--- src/rtl/gtw_pkg.sv ---
`timescale 1ns / 1ps
`default_nettype none
package gtw_pkg;

  localparam int unsigned XW = 34;   // CORDIC x/y width, Q30 with headroom
  localparam int unsigned ZW = 36;   // CORDIC angle width, Q30 with headroom
  localparam int unsigned ArmW = 33;
  localparam logic signed [XW-1:0] CordicGain = 34'sd652032874;

  localparam logic [1:0] RegGimbal = 2'd0;
  localparam logic [1:0] RegMaxAngle = 2'd1;
  localparam logic [1:0] RegNozzle = 2'd2;

  typedef struct packed {
    logic [XW-1:0] x;
    logic [XW-1:0] y;
    logic [ZW-1:0] z;
  } lane_t;

  // Per-item information that travels beside the angle lanes.
  typedef struct packed {
    logic            gimbal;
    logic [31:0]     thrust;
    logic [ArmW-1:0] arm;
  } side_t;

  function automatic logic [ZW-1:0] atan_q30(input int unsigned i);
    logic [ZW-1:0] r;
    begin
      case (i)
        0: r = 36'd843314856;
        1: r = 36'd497837829;
        2: r = 36'd263043836;
        3: r = 36'd133525158;
        4: r = 36'd67021686;
        5: r = 36'd33543515;
        6: r = 36'd16775850;
        7: r = 36'd8388437;
        8: r = 36'd4194282;
        9: r = 36'd2097149;
        10: r = 36'd1048575;
        11: r = 36'd524287;
        12: r = 36'd262143;
        13: r = 36'd131071;
        14: r = 36'd65535;
        15: r = 36'd32767;
        16: r = 36'd16383;
        17: r = 36'd8191;
        18: r = 36'd4095;
        19: r = 36'd2047;
        20: r = 36'd1023;
        21: r = 36'd511;
        22: r = 36'd255;
        23: r = 36'd127;
        default: r = '0;
      endcase
      return r;
    end
  endfunction

  function automatic logic [31:0] sat32(input logic signed [69:0] v);
    logic [31:0] r;
    begin
      if (v > 70'sd2147483647) r = 32'h7FFF_FFFF;
      else if (v < -70'sd2147483648) r = 32'h8000_0000;
      else r = v[31:0];
      return r;
    end
  endfunction

  function automatic logic [47:0] sat48(input logic signed [65:0] v);
    logic [47:0] r;
    begin
      if (v > 66'sd140737488355327) r = 48'h7FFF_FFFF_FFFF;
      else if (v < -66'sd140737488355328) r = 48'h8000_0000_0000;
      else r = v[47:0];
      return r;
    end
  endfunction

endpackage
`default_nettype wire

--- src/rtl/gtw_cordic_stage.sv ---
`timescale 1ns / 1ps
`default_nettype none
module gtw_cordic_stage #(
  parameter int unsigned STEP = 0
) (
  input  wire logic          clk,
  input  wire logic          rst,
  input  wire logic          adv,
  input  wire logic          vin,
  input  wire gtw_pkg::side_t side_in,
  input  wire gtw_pkg::lane_t pin,
  input  wire gtw_pkg::lane_t yin,
  output logic               vout,
  output gtw_pkg::side_t     side_out,
  output gtw_pkg::lane_t     pout,
  output gtw_pkg::lane_t     yout
);

  // One micro-rotation for each of the pitch and yaw lanes.
  function automatic gtw_pkg::lane_t rot(input gtw_pkg::lane_t a);
    gtw_pkg::lane_t r;
    logic signed [gtw_pkg::XW-1:0] dx;
    logic signed [gtw_pkg::XW-1:0] dy;
    begin
      dx = $signed(a.y) >>> STEP;
      dy = $signed(a.x) >>> STEP;
      if (!a.z[gtw_pkg::ZW-1]) begin
        r.x = a.x - dx;
        r.y = a.y + dy;
        r.z = a.z - gtw_pkg::atan_q30(STEP);
      end else begin
        r.x = a.x + dx;
        r.y = a.y - dy;
        r.z = a.z + gtw_pkg::atan_q30(STEP);
      end
      return r;
    end
  endfunction

  always_ff @(posedge clk) begin
    if (rst) begin
      vout <= 1'b0;
    end else if (adv) begin
      vout <= vin;
    end
  end

  always_ff @(posedge clk) begin
    if (adv) begin
      side_out <= side_in;
      pout <= rot(pin);
      yout <= rot(yin);
    end
  end

endmodule
`default_nettype wire

--- config.mk ---
export PLATFORM = sky130hd
export DESIGN_NAME = gtw_cordic_stage
export DESIGN_NICKNAME = d
export VERILOG_FILES = /design/src/rtl/gtw_pkg.sv /design/src/rtl/gtw_cordic_stage.sv
export SDC_FILE = /design/constraint.sdc
export NUM_CORES = 1
export LEC_CHECK = 0
export ABC_CLOCK_PERIOD_IN_PS = 5100
export BUFFER_PORTS_ARGS = -buffer_cell sky130_fd_sc_hd__buf_2
export CAP_MARGIN = 20
export CORE_AREA = 3 3 212 214
export CTS_CLUSTER_SIZE = 14
export DETAILED_ROUTE_END_ITERATION = 12
export DIE_AREA = 0 0 215 217
export PLACE_DENSITY = 0.82
export RECOVER_POWER = 50
export SLEW_MARGIN = 20
export SYNTH_ARGS = -nofsm -noshare
export SYNTH_HDL_FRONTEND = slang
export SYNTH_SLANG_ARGS = --single-unit
--- constraint.sdc ---
create_clock -name clk -period 5.1 [get_ports clk]
set_input_delay 1.02 -clock clk [delete_from_list [all_inputs] [get_ports clk]]
set_output_delay 1.02 -clock clk [all_outputs]
set_load 0.005 [all_outputs]
==> results by group, run 1 <==
Clock tree
  – Post-cts resize count: 0
  – Clk root buf: clkbuf_16
  – Clock-pin slew on the worst setup and hold paths: 0.06 ns
  – Clock insertion delay at the later pin of the skew report: 0.54 ns
  – CTS buffer count: 34
  – TritonCTS clock tree: done
  – H-tree levels: 2
  – Clock buffer depth: 3
  – Post-CTS Setup Bufs: 0
  – CTS Sinks: 273
  – Hold Buf Count CTS: 0

Worst hold path
  – Hold Startpoint: vout$_SDFFE_PP0P_
  – HP Class: register to register
  – WHS Endpoint: vout$_SDFFE_PP0P_
  – Hold depth: 2

Worst setup path
  – Reg2reg start: vout$_SDFFE_PP0P_
  – Worst r2r dst: vout$_SDFFE_PP0P_
  – Most common cell on crit path: o21ai_0
  – Crit path launch: pin[35]
  – Worst-path cell chain: buf_4 -> inv_1 -> ha_1 -> a21o_1 -> a21o_1 -> a311o_1 -> a31oi_1 -> o21ai_0 -> a41o_1 -> o21ai_0 -> o21ai_0 -> a21oi_1 -> xnor2_1
  – R2R Setup Slk: 4.46 ns
  – Critical Path Start Type: primary input
  – Worst-path maximum fanout: 18
  – Setup crit end kind: register
  – Critical path's largest stage delay: 0.56 ns
  – Data arrival time of the critical path: 4.45 ns
  – Kind of critical path: primary input to register
  – R2R cell count: 2
  – Slowest cell on crit path: inv_1
  – Req. time, crit path: 5.40 ns

Synth
  – Synth area leader: edfxtp_1
  – Yosys warns: 0
  – Top_reg_cell synth: edfxtp_1
  – Distinct cells, synth: 76
  – Most frequent cell after synthesis: a21oi_1
  – Synth top cells by count: 281 x a21oi_1, 272 x edfxtp_1, 260 x ha_1
  – Syn Std Cell Area: 22400 um2
  – Synth Instances: 2410
  – Synth Area per Inst: 9.29 um2
  – Synth top area cells: edfxtp_1 36%, ha_1 15%, a21oi_1 6.3%
  – Synth Net Count: 2956
  – Share of the synthesized area in the top cell type: 36.5%
  – Yosys reg bits: 273
  – EDFF count, synth: 272
  – Async SR Flop Fraction: 0%
  – Seq/Total Area, Yosys: 36.6%

STA
  – Max_slew headroom: -99.9%
  – RSZ-0062 raised after global routing: false
  – Crit share post-route: 81.5%
  – Clk_skew: 0 ns
  – Final Critical Period: 4.16 ns
  – Fmax: 0.241 GHz
  – Final hold vios: 0
  – Final setup viols: 0
  – Fin Hold WS: 0.553 ns
  – Worst-Margin Slew: 3.00 ns
  – Pins over their slew limit: 119
  – Setup total negative slack: 0 ns

Floorplan
  – Starting Density: 52.0%
  – Core Box Area: 43100 um2
  – Die W: 215 um
  – IO Count: 553
  – Die Y: 217 um
  – Rows: 76
  – Die area: 46700 um2

Routing
  – Drt pass-1 iters: 6
  – Drt total wl: 76.2 mm
  – Drc violations: 0
  – Wire length per cell: 21.5 um
  – Vias per cell: 5.94
  – Final ANT Viol Nets: 0
  – Iteration-0 DRC Markers: 1844
  – Vias post-DR: 21028

Power and ir drop
  – LEAKAGE: 0.0120 uW
  – Int Pwr: 5470 uW
  – Sw Pwr: 2640 uW
  – Switch share: 32.5%
  – Sequential power share: 37.2%
  – Clk pwr share: 31.9%
  – P per Cell Area: 303 nW/um2
  – VDD IR max: 0.240 mV
  – Part of the power in combinational logic: 30.9%

Final layout
  – Sequential cell area: 8190 um2
  – Multi-input gate area: 13000 um2
  – Layout cells sized above 1: 18.5%
  – FILL cells: 3613
  – Layout net count: 3471
  – Area Overhead vs Synth: 19.4%

Flow run
  – # Max-Cap Violations: 1

Run status
  – Failing checks: capacitance limit, slew limit
  – Outcome: finished, violations left

Global route
  – Largest net degree at the start of global routing: 120
  – Initial antenna violation count: 11
  – First-pass GRT wire length: 115 mm
  – Global Route Usage Sum: 30.9%
  – Grt total ovfl: 0
  – Vias in the first global route: 20296

Placement
  – Input/output buffers: 552
  – Gpl congestion: 0.977
  – Hpwl dp: 60.5 mm
-- power groups by stage --
stage	clock network, uW	registers [uW]	logic (uW)
3_5_place_dp	0	3050	2480
2_1_floorplan	0	3070	1420
4_1_cts	2620	3010	2510
5_1_grt	2710	3040	2720
6_report	2580	3010	2510
3_3_place_gp	0	3040	2450
-- layer usage --
metal  up-vias  GRT usage (%)  part of all wire [%]
li1       9730              -                     -
met1     10051           37.1                    39
met2      1039           54.8                    49
met3       200           5.64                   7.6
met4         8           13.2                   4.7
met5         -              0                 0.063
-- through the flow --
step | worst slack (ns) | utilization [%] | std cells | total power [uW] | instance area [um2]
finish | 0.944 | 62.1 | 3543 | 8110 | 26800
CTS | 1.06 | 62.4 | 3536 | 8140 | 26900
global placement | 0.617 | 59.6 | 3474 | 5490 | 25700
detailed placement | 0.501 | 59.6 | 3474 | 5530 | 25700
global route | 0.715 | 62.1 | 3543 | 8470 | 26800
floorplan | 0.575 | - | 2410 | 4490 | 22400
-- cell families after synthesis --
| family | count (synthesis) | share of synthesized area (%) |
|---|---|---|
| flops | 273 | 36.6 |
| xor+xnor | 185 | 7.23 |
| simple gates | 517 | 10.8 |
| fa+ha+maj | 268 | 15.2 |
| buf+inv | 312 | 5.37 |
| mux | 37 | 1.66 |
| compound gates | 818 | 23.1 |
-- worst max path at each step --
| stage | end | cells past startpoint |
|---|---|---|
| 6_report | pout[34]$_DFFE_PP_ | 13 |
| 5_1_grt | pout[68]$_DFFE_PP_ | 13 |
| 4_1_cts | pout[68]$_DFFE_PP_ | 13 |
| 3_5_place_dp | pout[68]$_DFFE_PP_ | 13 |
| 3_3_place_gp | pout[68]$_DFFE_PP_ | 13 |
| 2_1_floorplan | yout[34]$_DFFE_PP_ | 15 |
-- registers in the layout (all words and copies together), names as in the netlist --
signal    cells
side_out     66
vout          1
yout        103
pout        103
-- final cells by class --
type,count,area share [%]
sequential,273,30.6
antenna,7,0.0655
tap,585,2.74
timing repair buffer,570,10.4
multi-input combinational,1825,48.6
clock inverter,24,1.14
clock buffer,38,3.32
inverter,221,3.10
-- critical path, delay by kind of cell --
family | cells | cell delay [ns]
compound gates | 9 | 2.19
xor+xnor | 1 | 0.08
buf+inv | 2 | 0.74
fa+ha+maj | 1 | 0.42
-- cells in the final DEF (no fill, tap or decap), types with 10 or more instances in the layout --
cell,n
nor3_1,45
a21oi_1,281
inv_1,212
nor2_1,179
o21bai_1,55
nand2b_1,26
a221oi_1,10
a211oi_1,23
nor2b_1,31
xnor2_1,145
a31oi_1,13
ha_1,260
nand4_1,23
mux2i_1,36
buf_2,449
edfxtp_1,272
a21o_1,96
clkbuf_16,35
o21ai_0,161
nand3_1,29
and2_1,10
xor2_1,40
and3_1,14
o31ai_1,17
buf_4,18
or3_1,14
o21a_1,29
clkbuf_1,104
nand2_1,120
o211ai_1,25
clkinv_1,12
Note: power is estimated with default switching activity, not from simulation.
==> inputs of run 2 (changes only) <==
Settings changed: ABC_CLOCK_PERIOD_IN_PS 5100 to 3500, CORE_AREA 3 3 212 214 to unset, CORE_MARGIN set to 3, CORE_UTILIZATION set to 50, DIE_AREA 0 0 215 217 to unset, PLACE_DENSITY 0.82 to 0.83.
Clock period 5.1 ns to 3.5 ns, I/O delays scaled along.
==> results by group, run 2 (synthesis results as in run 1) <==
Clock tree
  – Clock insertion delay at the later pin of the skew report: 0.59 ns (+0.05 ns)
  – Clock-pin slew on the worst setup and hold paths: 0.07 ns (about the same)
  – Clk root buf: clkbuf_16
  – Post-cts resize count: 0 (unchanged)
  – TritonCTS clock tree: done
  – CTS buffer count: 31 (-8.8%)
  – Hold Buf Count CTS: 0 (unchanged)
  – CTS Sinks: 273 (unchanged)
  – Clock buffer depth: 3 (unchanged)
  – Post-CTS Setup Bufs: 0 (unchanged)
  – H-tree levels: 1 (-1)

Final layout
  – Area Overhead vs Synth: 33.1%
  – Layout cells sized above 1: 30.6% (+12 points)
  – Most common cell after layout, fill and taps aside: buf_2
  – Multi-input gate area: 13000 um2 (+0.31%)
  – Layout net count: 3876 (+12%)
  – Commonest non-fill, non-tap cells in the layout: 519 x buf_2, 416 x buf_4, 280 x a21oi_1
  – Largest registers: pout (103), yout (103), side_out (66)
  – FILL cells: 3530 (-2.3%)
  – Final instance area: 29800 um2 (+11%)
  – Non-filler cells, final: 3949 (+11%)
  – Sequential cell area: 8190 um2 (unchanged)

Run status
  – Failing checks: capacitance limit, slew limit
  – Outcome: finished, violations left

Global route
  – Routing usage on met1: 41.6% (+4.6 points)
  – Largest net degree at the start of global routing: 83 (-31%)
  – Global Route Usage Sum: 33.5% (+2.5 points)
  – Grt total ovfl: 0 (unchanged)
  – Vias in the first global route: 22654 (+12%)
  – Met3 Use GR: 7.19% (+1.5 points)
  – First-pass GRT wire length: 125 mm (+9.0%)
  – Initial antenna violation count: 13 (+2)
  – Gr busiest metal: met2
  – Met2 Resource Use GR: 57.1% (+2.3 points)

STA
  – Fmax: 0.295 GHz
  – Crit share post-route: 96.8%
  – Fin Hold WS: 0.258 ns (-0.296 ns)
  – Max_slew headroom: -48.2% (+52 points)
  – Clk_skew: 0 ns (unchanged)
  – Final Critical Period: 3.39 ns
  – RSZ-0062 raised after global routing: false
  – Worst-Margin Slew: 2.22 ns (-0.775 ns)
  – Final setup viols: 0 (unchanged)
  – Pins over their slew limit: 83 (-30%)
  – Final hold vios: 0 (unchanged)
  – PnR worst setup slack: 0.112 ns (-0.832 ns)

Worst setup path
  – Kind of critical path: primary input to register
  – R2R cell count: 2 (unchanged)
  – Critical Path Start Type: primary input
  – Setup crit end kind: register
  – Worst-path maximum fanout: 3 (-15)
  – Req. time, crit path: 3.86 ns (-1.54 ns)
  – Worst r2r dst: vout$_SDFFE_PP0P_
  – Reg2reg start: vout$_SDFFE_PP0P_
  – Data arrival time of the critical path: 3.75 ns (-0.70 ns)
  – R2R Setup Slk: 2.90 ns (-1.56 ns)

Placement
  – Gpl congestion: 1.03 (+5.6%)
  – Placed cell count: 3882 (+12%)
  – Input/output buffers: 552 (unchanged)
  – Setup slack after placement: -0.612 ns (-1.11 ns)
  – Hpwl dp: 67.0 mm (+11%)
  – Area after DPL: 28800 um2 (+12%)

Worst hold path
  – Hold Startpoint: side_in[24]
  – HP Class: primary input to register
  – WHS Endpoint: side_out[24]$_DFFE_PP_
  – Hold depth: 1 (-1)

Floorplan
  – Core Box Area: 43600 um2 (+1.3%)
  – Die Y: 218 um (+0.30%)
  – Rows: 76 (unchanged)
  – IO Count: 553 (unchanged)
  – Die area: 47400 um2 (+1.5%)
  – Starting Density: 51.3% (-0.68 points)
  – Die W: 218 um (+1.2%)

Routing
  – Drc violations: 0 (unchanged)
  – Iteration-0 DRC Markers: 1960 (+6.3%)
  – Vias post-DR: 22726 (+8.1%)
  – Drt total wl: 82.9 mm (+8.8%)
  – Final ANT Viol Nets: 0 (unchanged)
  – Wire length per cell: 21.0 um (-2.4%)
  – Vias per cell: 5.75 (-3.0%)
  – Drt pass-1 iters: 6 (unchanged)

Power and ir drop
  – VDD IR max: 0.411 mV (+71%)
  – P per Cell Area: 410 nW/um2 (+35%)
  – LEAKAGE: 0.0141 uW (+17%)
  – Final Power: 12200 uW (+51%)

Flow run
  – # Max-Cap Violations: 1 (unchanged)
[run 2: area by class of cell]
| type | count | share of cell area, % |
|---|---|---|
| multi-input cells | 1825 | 43.8 |
| inverters | 221 | 2.78 |
| clock inverters | 24 | 0.932 |
| diodes | 9 | 0.0755 |
| well taps | 585 | 2.45 |
| clock buffers | 34 | 2.67 |
| repair buffers | 978 | 19.9 |
| flip-flops and latches | 273 | 27.5 |
[run 2: metrics by stage]
stage / utilization [%] / TNS, ns
after global placement: 66.0 / -14.33
after CTS: 68.4 / 0
after floorplan: - / -0.0311
final: 68.3 / 0
after global routing: 68.3 / 0
after detailed placement: 66.0 / -17.39
[run 2: power by group]
part | internal, uW | switching, uW
clock | 1970 | 1510
combinational | 1950 | 2410
sequential | 4230 | 157
[run 2: critical path, cell delays in order]
cell and delay [ns]:
buf_2 0.11, ha_1 0.22, fa_1 0.40, nor2b_1 0.16, o311ai_0 0.42, a211oi_2 0.20, buf_4 0.18, o21ai_0 0.13
buf_4 0.14, a21oi_1 0.07, o211ai_1 0.19, a21oi_1 0.17, a221o_1 0.35, a21oi_1 0.21, xnor2_1 0.08
[run 2: routing by layer]
metal	wire, um	vias up
met3	7490	230
met1	32500	10782
met4	3690	10
met5	68	-
li1	-	10573
met2	39100	1131
[run 2: worst max path at each step]
stage            start                 end  slack, ns  cells past startpoint
3_5_place_dp   yin[70]  yout[68]$_DFFE_PP_      -0.61                     13
4_1_cts        yin[70]  yout[68]$_DFFE_PP_       0.03                     13
2_1_floorplan  yin[35]  yout[34]$_DFFE_PP_      -0.03                     15
3_3_place_gp   pin[37]  pout[69]$_DFFE_PP_      -0.48                     14
6_report       yin[36]  yout[64]$_DFFE_PP_       0.11                     15
5_1_grt        pin[36]  pout[67]$_DFFE_PP_      0.007                     16
